--- config.mk ---
export PLATFORM = sky130hd
export DESIGN_NAME = klc_scan_unit
export DESIGN_NICKNAME = d
export VERILOG_FILES = /design/src/keyed_lru_result_cache_macros.svh /design/src/klc_pkg.sv /design/src/klc_scan_unit.sv
export SDC_FILE = /design/constraint.sdc
export NUM_CORES = 1
export LEC_CHECK = 0
export BUFFER_PORTS_ARGS = -buffer_cell sky130_fd_sc_hd__buf_4
export CAP_MARGIN = 20
export CORE_AREA = 10 10 216 218
export CTS_CLUSTER_DIAMETER = 100
export DETAILED_ROUTE_END_ITERATION = 16
export DIE_AREA = 0 0 226 228
export PLACE_DENSITY = 0.55
export SLEW_MARGIN = 20
export SYNTH_ARGS = -nofsm -noshare
export SYNTH_HDL_FRONTEND = slang
export SYNTH_SLANG_ARGS = --single-unit
--- constraint.sdc ---
create_clock -name clk_i -period 12.6 [get_ports clk_i]
set_clock_uncertainty 0.2 [all_clocks]
set_input_delay 1.26 -clock clk_i [delete_from_list [all_inputs] [get_ports clk_i]]
set_output_delay 1.26 -clock clk_i [all_outputs]
set_load 0.01 [all_outputs]
--- src/keyed_lru_result_cache_macros.svh ---
// ----------------------------------------------------------------------------
// Assertion macros for the keyed LRU result cache
// Short forms for the clocked, reset-qualified checks used in the design.
// ----------------------------------------------------------------------------
`ifndef KEYED_LRU_RESULT_CACHE_MACROS_SVH
`define KEYED_LRU_RESULT_CACHE_MACROS_SVH

// The consequent must hold in the same cycle as the antecedent.
`define KLC_ASSERT_NOW(label, clk, rst_n, ante, cons, msg) \
  label: assert property (@(posedge clk) disable iff (!(rst_n)) (ante) |-> (cons)) \
    else $error(msg);

// The consequent must hold in the cycle after the antecedent.
`define KLC_ASSERT_NEXT(label, clk, rst_n, ante, cons, msg) \
  label: assert property (@(posedge clk) disable iff (!(rst_n)) (ante) |=> (cons)) \
    else $error(msg);

`endif

--- src/klc_pkg.sv ---
// ----------------------------------------------------------------------------
// Keyed LRU result cache package
// Shared types and constants: request commands, entry layout, scan control.
// ----------------------------------------------------------------------------
package klc_pkg;

  localparam int unsigned PidW  = 32;
  localparam int unsigned AddrW = 64;
  localparam int unsigned TickW = 64;
  localparam int unsigned RefW  = 32;
  localparam int unsigned SlotW = 8;

  typedef enum logic [1:0] {
    CMD_LOOKUP = 2'd0,
    CMD_STORE  = 2'd1,
    CMD_PROBE  = 2'd2
  } cmd_e;

  typedef struct packed {
    logic [PidW-1:0]  proc_id;
    logic [AddrW-1:0] addr;
    logic [TickW-1:0] tick;
    logic [RefW-1:0]  text_ref;
    logic [RefW-1:0]  path_ref;
  } entry_t;

  typedef struct packed {
    logic clear;    // start of a new request, drop all scan results
    logic cmp_vld;  // read data of the entry at the compare index is valid
  } scan_ctl_t;

endpackage

--- src/klc_scan_unit.sv ---
// ----------------------------------------------------------------------------
// Scan compare unit
// Compares one entry per cycle while cmp_vld is set against the request key
// and keeps the first match and the lowest-index entry with the oldest tick.
// ----------------------------------------------------------------------------
module klc_scan_unit #(
  parameter int unsigned IdxW = 8
) (
  input  logic                          clk_i,
  input  logic                          rst_ni,
  input  klc_pkg::scan_ctl_t            ctl_i,
  input  logic [IdxW-1:0]               cmp_idx_i,
  input  klc_pkg::entry_t               entry_i,
  input  logic [klc_pkg::PidW-1:0]      key_pid_i,
  input  logic [klc_pkg::AddrW-1:0]     key_addr_i,
  output logic                          hit_o,
  output logic [IdxW-1:0]               hit_idx_o,
  output klc_pkg::entry_t               hit_entry_o,
  output logic [IdxW-1:0]               old_idx_o
);
  import klc_pkg::*;

  logic             hit_q, hit_d;
  logic [IdxW-1:0]  hit_idx_q, hit_idx_d;
  entry_t           hit_entry_q, hit_entry_d;
  logic [TickW-1:0] old_tick_q, old_tick_d;
  logic [IdxW-1:0]  old_idx_q, old_idx_d;
  logic             key_eq;
  logic             older;

  assign key_eq = (entry_i.proc_id == key_pid_i) && (entry_i.addr == key_addr_i);
  assign older  = entry_i.tick < old_tick_q;

  always_comb begin
    hit_d       = hit_q;
    hit_idx_d   = hit_idx_q;
    hit_entry_d = hit_entry_q;
    old_tick_d  = old_tick_q;
    old_idx_d   = old_idx_q;
    if (ctl_i.clear) begin
      hit_d      = 1'b0;
      hit_idx_d  = '0;
      old_tick_d = '1;
      old_idx_d  = '0;
    end else if (ctl_i.cmp_vld && !hit_q) begin
      if (key_eq) begin
        hit_d       = 1'b1;
        hit_idx_d   = cmp_idx_i;
        hit_entry_d = entry_i;
      end else if (older) begin
        old_tick_d = entry_i.tick;
        old_idx_d  = cmp_idx_i;
      end
    end
  end

  always_ff @(posedge clk_i or negedge rst_ni) begin
    if (!rst_ni) begin
      hit_q      <= 1'b0;
      hit_idx_q  <= '0;
      old_tick_q <= '1;
      old_idx_q  <= '0;
    end else begin
      hit_q      <= hit_d;
      hit_idx_q  <= hit_idx_d;
      old_tick_q <= old_tick_d;
      old_idx_q  <= old_idx_d;
    end
  end

  always_ff @(posedge clk_i) begin
    hit_entry_q <= hit_entry_d;
  end

  assign hit_o       = hit_q;
  assign hit_idx_o   = hit_idx_q;
  assign hit_entry_o = hit_entry_q;
  assign old_idx_o   = old_idx_q;

endmodule

### Word-level counts from Yosys, hierarchy flattened

Cells that the tools add are included.

| storage, ports and cells | value |
|---|---|
| word-level logic and storage cells | 37 |
| register bits after elaboration | 305 |

| cells by class | value |
|---|---|
| mux-type cells | 14 |
| equal/unequal tests | 3 |
| order comparisons | 1 |
| bitwise gates (word level) | 1 |
| reduce and logical (&&, ||, !) cells | 9 |

Operators by type and width:

| cell | number |
|---|---|
| 2-to-1 mux 64 bit | 4 |
| == test 64 bit | 1 |
| < comparator 64 bit | 1 |
| 2-to-1 mux 8 bit | 7 |
| == test 32 bit | 1 |
| AND reduction 3 bit | 2 |
| nonzero test 2 bit | 3 |
| 2-to-1 mux 1 bit | 3 |
| logical AND 1 bit | 2 |
| inequality test 2 bit (second input constant) | 1 |
| AND reduction 2 bit | 1 |
| zero test 1 bit | 1 |
| NOT 1 bit | 1 |

### Longest topological paths before layout

Gate-level depths: netlist (run 1).

| depth | value |
|---|---|
| word-level depth | 5 |
| depth in mapped cells | 11 |
| depth with buffers taken out | 9 |

### Least setup slack after synthesis (run 1)

Ideal clock, no wire load.

| timing path | value |
|---|---|
| kind | input -> register |
| start point | input port key_pid_i[27] (netlist bit) |
| end point | register hit_entry_q (netlist bit hit_entry_o[0]), enable pin |
| library setup time | 0.814 ns |
| required time | 11.586 ns |
| path slack | -0.237 ns |
| buffers on the path | 1 |
| stages | 7 |
| arrival | 11.824 ns |
| path through | xor2_1 -> nor4_1 -> nand4_1 -> nor4_2 -> nand3_1 -> clkbuf_1 -> nor2_1 |

| between the ends | value |
|---|---|
| word-level cells in the longest chain between the ends | 3 |

RTL lines:

| item | RTL line | text |
|---|---|---|
| start, declared | klc_scan_unit.sv:14 | `input logic [klc_pkg::PidW-1:0] key_pid_i,` |
| == test 32 bit | klc_scan_unit.sv:31 | `assign key_eq = (entry_i.proc_id == key_pid_i) && (entry_i.addr == key_addr_i);` |
| logical AND 1 bit | klc_scan_unit.sv:31 |  |
| AND reduction 3 bit (no source line) | - |  |
| end signal, assigned | klc_scan_unit.sv:72 | `hit_entry_q <= hit_entry_d;` |
| end, declared | klc_scan_unit.sv:25 | `entry_t hit_entry_q, hit_entry_d;` |

No other way between the ends.
A chain may end at the register's enable or synchronous reset.

### Final worst setup path (run 1)

| timing path | value |
|---|---|
| start point | input port key_addr_i[5] (netlist bit) |
| end point | register hit_entry_q (netlist bit hit_entry_o[178]), enable pin |

| between the ends | value |
|---|---|
| word-level cells in the longest chain between the ends | 3 |

RTL lines:

| item | RTL line | text |
|---|---|---|
| start, declared | klc_scan_unit.sv:15 | `input logic [klc_pkg::AddrW-1:0] key_addr_i,` |
| == test 64 bit | klc_scan_unit.sv:31 |  |
| logical AND 1 bit | klc_scan_unit.sv:31 |  |
| AND reduction 3 bit (no source line) | - |  |

No other way between the ends.

==> flow_metrics.env, run 1 <==
export IMPL_outcome="complete, no violations"
export IMPL_syn_inst=921
export IMPL_port_buffers=572
export IMPL_clk_latency_ps=540
export IMPL_root_buffer="clkbuf_16"
export IMPL_rsz0062_at_grt="no"
export IMPL_wl_per_cell_um=24.17
export IMPL_yosysTopAreaCellShare_pct=51.17
export IMPL_tritoncts="yes"
export IMPL_period_share_pct=43.18
export IMPL_switching_share_pct=22.20
export IMPL_synth_seq_cells=305
export IMPL_dieArea_um2=51530
export IMPL_core_um2=42510
export IMPL_worst_setup_path_end_kind="register"
export IMPL_ctsHoldBuffers=0
export IMPL_drc_errors=0
export IMPL_synthDistinctLibCells=36
export IMPL_synth_warnings=0
export IMPL_maxSlewViolCount=0
export IMPL_clockPowerShare_pct=44.3
export IMPL_power_leakage_nw=8.763
export IMPL_initial_utilization_pct=30.93
export IMPL_cp_required_ps=12550
export IMPL_max_slew_margin_pct=24.70
export IMPL_grt_pass1_vias=9827
export IMPL_clkSinkCount=305
export IMPL_finalHoldViolations=0
export IMPL_r2r_slack_ps=8440
export IMPL_netlist_area_um2=13150
export IMPL_htreeDepth=2
export IMPL_hpwl_um=40970
export IMPL_rr_startpoint="old_tick_q[61]"
export IMPL_arrival_ps=5400
export IMPL_hp_start="old_tick_q[34]"
export IMPL_synth_enable_flop_cells=224
export IMPL_die_w_um=226
export IMPL_die_h_um=228
export IMPL_async_flop_share_pct=26.56
export IMPL_synth_commonest_cells="224 x edfxtp_1, 144 x nor2_1, 96 x xor2_1, 80 x mux2i_1"
export IMPL_ant_nets=0
export IMPL_gp_congestion=0.8900
export IMPL_syn_avg_cell_area_um2=14.27
export IMPL_max_slew_worst_pin_slew_ps=1129
export IMPL_wl_um=50460
export IMPL_antenna_found_initial=3
export IMPL_cts_buffer_depth=3
export IMPL_final_util_pct=45.14
export IMPL_power_internal_w=0.001906
export IMPL_grt_overflow_total=0
export IMPL_cp_startpoint="key_addr_i[5]"
export IMPL_power_density_nw_per_um2=127.7
export IMPL_r2r_end="old_idx_o[5]"
export IMPL_yosysTopAreaCell="edfxtp_1"
export IMPL_path_max_fanout=83
export IMPL_grt_pass1_wl_um=70460
export IMPL_clkTransAtPathRegs_ps=60
export IMPL_syn_to_final_growth_pct=45.97
export IMPL_ys_seq_area_share_pct=67.20
export IMPL_seqPwrFrac_pct=45.7
export IMPL_num_vias=9457
export IMPL_fin_crit_ps=5441
export IMPL_hold_path_class="reg -> reg"
export IMPL_crit_end="hit_entry_o[178]"
export IMPL_rr_worst_depth=9
export IMPL_p_sw_w=0.0005438
export IMPL_synthFlopType="edfxtp_1"
export IMPL_drive_gt1_share_pct=45.42
export IMPL_postCtsSetupRepairBufs=0
export IMPL_rows=76
export IMPL_first_pass_iters=5
export IMPL_pin_count=573
export IMPL_worst_setup_path_start_kind="input port"
export IMPL_synth_area_leaders="edfxtp_1 51%, dfstp_2 13%, xor2_1 6.4%"
export IMPL_grt_max_degree=92
export IMPL_tns_ps=0
export IMPL_synth_most_common_cell="edfxtp_1"
export IMPL_setup_viol=0
export IMPL_cts_resized=0
export IMPL_vias_per_cell=4.529
export IMPL_syn_nets=1316
export IMPL_crit_type="in -> reg"
export IMPL_nets=1907
export IMPL_pwr_share_comb_pct=10.0
export IMPL_drv_cap=0
export IMPL_peakVddDrop_mv=0.1037
export IMPL_grtUsageTotal_pct=18.77
export IMPL_dr_first_iter_drc_count=688
export IMPL_whs_ps=311.0
export IMPL_fmax_mhz=183.8
export IMPL_cts_buffers=37
[registers in the layout, indices dropped and copies added (netlist names)]
| name | count |
|---|---|
| hit_idx_o | 8 |
| old_tick_q | 64 |
| hit_entry_o | 224 |
| hit_o | 1 |
| old_idx_o | 8 |
[logic make-up after synthesis]
| family | after synthesis | share of synthesized area (%) |
|---|---|---|
| DFF | 305 | 67.20 |
| and+or+nand+nor | 233 | 8.243 |
| xor gates and xnor gates | 96 | 6.396 |
| buffers and inverters | 90 | 3.560 |
| muxes | 80 | 6.092 |
| adders and majority gates | 63 | 5.997 |
| AOI/OAI and AO/OA | 54 | 2.513 |
[cells in the final DEF, fill, tap and decap left out, types with 3 or more instances in the layout]
cell type / Yosys / layout
dfstp_2: 64 / 64
o21ai_0: 11 / 11
diode_2: 0 / 3
buf_4: 0 / 577
nor4_1: 25 / 25
edfxtp_1: 224 / 224
dfrtp_1: 17 / 17
nor2b_1: 3 / 3
clkinv_1: 0 / 5
nand2b_1: 18 / 18
inv_1: 64 / 64
nand4_1: 19 / 19
a21oi_1: 22 / 22
a211oi_1: 3 / 3
xor2_1: 96 / 96
bufinv_16: 0 / 5
clkinv_2: 0 / 5
ha_1: 63 / 63
mux2i_1: 80 / 80
nor2_1: 144 / 143
a21o_1: 8 / 8
clkbuf_1: 18 / 9
nand3_1: 4 / 4
nand2_1: 11 / 11
clkbuf_16: 0 / 39
[metrics by stage]
step                power (W)  cell area [µm²]  setup slack [ps]  cells
detailed placement   0.001386            17950              6409   2019
global placement     0.001381            17950              6493   2019
global route         0.002553            19190              6796   2088
CTS                  0.002488            19180              6984   2085
finish               0.002450            19190              7159   2088
floorplan            0.001257            13150              3591    921
[area by class of cell]
class	count	area (µm²)
sequential	305	8833
timing repair buffer	578	4343
clock inverter	18	219.0
antenna	3	7.507
multi-input combinational	526	3852
fill	3944	23320
tap	546	683.2
clock buffer	48	1010
inverter	64	240.2
[worst max-delay path, stage by stage]
cell and delay, ps:
buf_4 110, xor2_1 150, nor4_1 460, nand4_1 220, nor4_2 450, nand3_1 620
nor2_4 440, buf_4 640, buf_4 910
[metal layers]
metal	share of wire [%]	routed length, µm	vias up	GRT usage [%]
met5	0	0	-	0
met4	2.0	1031	0	5.658
met3	8.7	4391	52	5.940
met2	52	26090	366	33.16
met1	38	18960	4591	21.06
li1	-	-	4448	-
[power groups by stage]
stage	combinational [W]	clock (W)	sequential, W
3_3_place_gp	0.000243	0	0.00114
6_report	0.000244	0.00109	0.00112
2_1_floorplan	0.000118	0	0.00114
5_1_grt	0.000273	0.00116	0.00112
4_1_cts	0.000248	0.00112	0.00112
3_5_place_dp	0.000247	0	0.00114
[worst min path at each step]
stage / to / slack [ps] / depth (start not counted)
2_1_floorplan: old_tick_q[10] / 290 / 2
3_3_place_gp: old_tick_q[10] / 300 / 2
3_5_place_dp: old_tick_q[3] / 300 / 2
4_1_cts: old_tick_q[28] / 310 / 2
5_1_grt: old_tick_q[16] / 340 / 2
6_report: old_tick_q[34] / 310 / 2
Note: power is estimated with default switching activity, not from simulation.
==> run 2: changes to the inputs <==
--- a/config.mk
+++ b/config.mk
@@ -5,13 +5,14 @@
 export SDC_FILE = /design/constraint.sdc
 export NUM_CORES = 1
 export LEC_CHECK = 0
+export ABC_AREA = 1
 export BUFFER_PORTS_ARGS = -buffer_cell sky130_fd_sc_hd__buf_4
 export CAP_MARGIN = 20
-export CORE_AREA = 10 10 216 218
+export CORE_AREA = 10 10 217 219
 export CTS_CLUSTER_DIAMETER = 100
 export DETAILED_ROUTE_END_ITERATION = 16
-export DIE_AREA = 0 0 226 228
-export PLACE_DENSITY = 0.55
+export DIE_AREA = 0 0 227 229
+export PLACE_DENSITY = 0.56
 export SLEW_MARGIN = 20
 export SYNTH_ARGS = -nofsm -noshare
 export SYNTH_HDL_FRONTEND = slang
==> constraint.sdc (replaced) <==
create_clock -name clk_i -period 5.4 [get_ports clk_i]
set_clock_uncertainty 0.2 [all_clocks]
set_input_delay 0.54 -clock clk_i [delete_from_list [all_inputs] [get_ports clk_i]]
set_output_delay 0.54 -clock clk_i [all_outputs]
set_load 0.01 [all_outputs]
==> run 2 against run 1 <==
Sequential share of layout area down 5.3 points. Synthesized cell count is 20% higher. Register-to-register slack worse by 6300 ps. Highest routed layer unchanged. Sequential power grew to 2.5 times the previous value. Core utilization rose by 5.6 points. Non-clock buffer count rose by 222. Synthesized area grew 1.9%. Global-route usage is 0.97 points higher. Critical endpoint is now hit_entry_o[181]. Setup slack got worse by 5800 ps.
==> flow_metrics.env, run 2 <==
export IMPL_fill_cells=3736
export IMPL_synth_seq_cells=305
export IMPL_holdPathStages=1
export IMPL_clkTransAtPathRegs_ps=50
export IMPL_ant_nets=0
export IMPL_syn_inst=1107
export IMPL_outcome="complete, no violations"
export IMPL_clockPowerShare_pct=37.9
export IMPL_tns_ps=0
export IMPL_max_slew_margin_pct=35.79
export IMPL_seqPwrFrac_pct=44.6
export IMPL_synth_enable_flop_cells=224
export IMPL_syn_avg_cell_area_um2=12.10
export IMPL_port_buffers=572
export IMPL_fin_crit_ps=4043
export IMPL_nets=2304
export IMPL_wl_per_cell_um=21.37
export IMPL_cp_required_ps=5420
export IMPL_setup_viol=0
export IMPL_period_share_pct=74.87
export IMPL_path_max_fanout=34
export IMPL_grt_overflow_total=0
export IMPL_rsz0062_at_grt="no"
export IMPL_multi_input_area_um2=4044
export IMPL_peakVddDrop_mv=0.2025
export IMPL_critPathSlowestCell="clkinvlp_4"
export IMPL_layout_commonest_cell="buf_4"
export IMPL_largest_reg_flops=224
export IMPL_drc_errors=0
export IMPL_fin_ws_ps=1357
export IMPL_synth_warnings=0
export IMPL_clk_latency_ps=540
export IMPL_gp_congestion=0.9064
export IMPL_arrival_ps=4070
export IMPL_vias_per_cell=4.552
export IMPL_fmax_mhz=247.3
export IMPL_synth_commonest_cells="224 x edfxtp_1, 214 x nand2_1, 98 x inv_1, 93 x nand4_1, 66 x or2_2"
export IMPL_postCtsSetupRepairBufs=0
export IMPL_ys_seq_area_share_pct=65.94
export IMPL_drv_cap=0
export IMPL_netlist_area_um2=13400
export IMPL_mostFrequentLayoutCells="580 x buf_4, 224 x edfxtp_1, 217 x dlygate4sd3_1"
export IMPL_maxSlewViolCount=0
export IMPL_worst_setup_path_end_kind="register"
export IMPL_dieArea_um2=51980
export IMPL_synthFlopType="edfxtp_1"
export IMPL_cts_buffer_depth=3
export IMPL_synthDistinctLibCells=29
export IMPL_grt_pass1_vias=11890
export IMPL_num_vias=11300
export IMPL_wl_um=53060
export IMPL_die_h_um=229
export IMPL_async_flop_share_pct=26.56
export IMPL_die_w_um=227
export IMPL_p_sw_w=0.001570
export IMPL_cts_buffers=37
export IMPL_max_stage_delay_ps=840
export IMPL_hpwl_um=39350
export IMPL_antenna_found_initial=4
export IMPL_grt_pass1_wl_um=77380
export IMPL_grt_max_degree=73
export IMPL_rows=76
export IMPL_htreeDepth=2
export IMPL_switching_share_pct=25.07
export IMPL_syn_nets=1502
export IMPL_finalHoldViolations=0
export IMPL_dr_first_iter_drc_count=616
export IMPL_pre_cts_ws_ps=1364
export IMPL_yosysTopAreaCell="edfxtp_1"
export IMPL_first_pass_iters=6
export IMPL_syn_to_final_growth_pct=61.80
export IMPL_crit_chain="dlygate4sd3_1 > buf_4 > xnor2_1 > o21ai_1 > nor2_1 > nand2_1 > nor3_1 > nand2_1 > nor2_2 > nand4_1 > clkinvlp_4 > buf_4"
export IMPL_power_density_nw_per_um2=289.0
export IMPL_rr_worst_depth=16
export IMPL_yosysTopAreaCellShare_pct=50.21
export IMPL_crit_type="in -> reg"
export IMPL_core_um2=42700
export IMPL_final_cell_area_um2=21680
export IMPL_tritoncts="yes"
export IMPL_drive_gt1_share_pct=39.73
export IMPL_ff_latch_area_um2=8833
export IMPL_critPathBufInv=4
export IMPL_initial_utilization_pct=31.38
export IMPL_root_buffer="clkbuf_16"
export IMPL_max_slew_worst_pin_slew_ps=963.2
export IMPL_cp_depth=12
export IMPL_grtUsageTotal_pct=19.74
export IMPL_worst_setup_path_start_kind="input port"
export IMPL_critical_path_top_delay_family="buffers and inverters"
export IMPL_synth_area_leaders="edfxtp_1 50%, dfstp_2 13%, nand2_1 6.0%"
export IMPL_hold_path_class="in -> reg"
export IMPL_power_internal_w=0.004695
export IMPL_clkSinkCount=305
export IMPL_power_leakage_nw=9.742
export IMPL_synth_most_common_cell="edfxtp_1"
export IMPL_placed_area_um2=18350
export IMPL_pwr_share_comb_pct=17.4
export IMPL_pin_count=573
[run 2: cell count changes in the layout (fill, tap and decap cells not counted), moves of 66 or more]
cell and change:
nand4_1 +74, dlygate4sd3_1 +217, or2_2 +66, mux2i_1 -80, nand2_1 +203, nor2_1 -84
[run 2: final timing paths]
path	start	slack (ps)	endpoint
worst max register to register	old_tick_q[5]	2140	old_idx_o[5]
worst min-delay path	entry_i[124]	30	hit_entry_o[124]
worst min register to register	old_tick_q[50]	260	old_tick_q[50]
worst max-delay path	entry_i[132]	1360	hit_entry_o[181]
max in group asynchronous	rst_ni	3600	hit_idx_o[7]
min in group asynchronous	rst_ni	380	old_idx_o[5]
[run 2: stage by stage]
step | power [W] | std cells | util [%] | hold WS, ps
detailed placement | 0.003802 | 2199 | 42.98 | 253.5
global route | 0.006607 | 2483 | 50.77 | 3.174
global placement | 0.003775 | 2199 | 42.98 | 250.4
finish | 0.006265 | 2483 | 50.77 | 28.40
CTS | 0.006358 | 2479 | 50.74 | 1.213
floorplan | 0.003378 | 1107 | - | 44.41
[run 2: logic make-up after synthesis]
| family | after synthesis | synth area share [%] |
|---|---|---|
| AND/OR/NAND/NOR | 461 | 16.33 |
| flip-flops | 305 | 65.94 |
| XOR/XNOR | 89 | 5.819 |
| adder cells (fa/ha/maj) | 63 | 5.884 |
| AO/OA/AOI/OAI | 53 | 2.017 |
| buffers and inverters | 136 | 4.016 |
[run 2: power groups by stage]
stage | registers [W] | clock network [W] | logic (W)
5_1_grt | 0.00282 | 0.00255 | 0.00124
2_1_floorplan | 0.00283 | 0 | 0.000548
4_1_cts | 0.00280 | 0.00246 | 0.00111
6_report | 0.00280 | 0.00238 | 0.00109
3_3_place_gp | 0.00284 | 0 | 0.000938
3_5_place_dp | 0.00284 | 0 | 0.000962
[run 2: worst register-to-register path, stage by stage, from the launching register on]
cell,delay (ps)
dfstp_2,530
inv_1,40
ha_1,280
a21oi_1,140
nor2_1,50
nor3_1,140
nand2_1,100
nand2_1,60
nand2_1,110
nand2_1,90
nand2_1,70
nand2_1,70
nand2_1,90
nand2_2,110
nand3_4,710
nand2_1,290
nand2_1,70
[run 2: cell type report]
class	instances	area share [%]
Antenna cell	4	0.04618
Clock buffer	48	4.704
Clock inverter	15	0.5715
Inverter	99	1.732
Multi-Input combinational cell	666	18.66
Sequential cell	305	40.75
Tap cell	546	3.152
Timing Repair Buffer	800	30.39
[run 2: timing repair]
item,4_1_cts,5_1_grt
hold buffers,217,0
setup endpoints to repair,0,0
gates resized for setup,0,0
endpoints found under the hold margin,224,0
[run 2: metal layers]
layer | vias up | part of all wire (%) | GRT usage [%]
met1 | 5465 | 39 | 22.40
met4 | 0 | 3.3 | 7.436
li1 | 5391 | - | -
met3 | 83 | 7.2 | 5.585
met5 | - | 0 | 0
met2 | 364 | 51 | 34.44
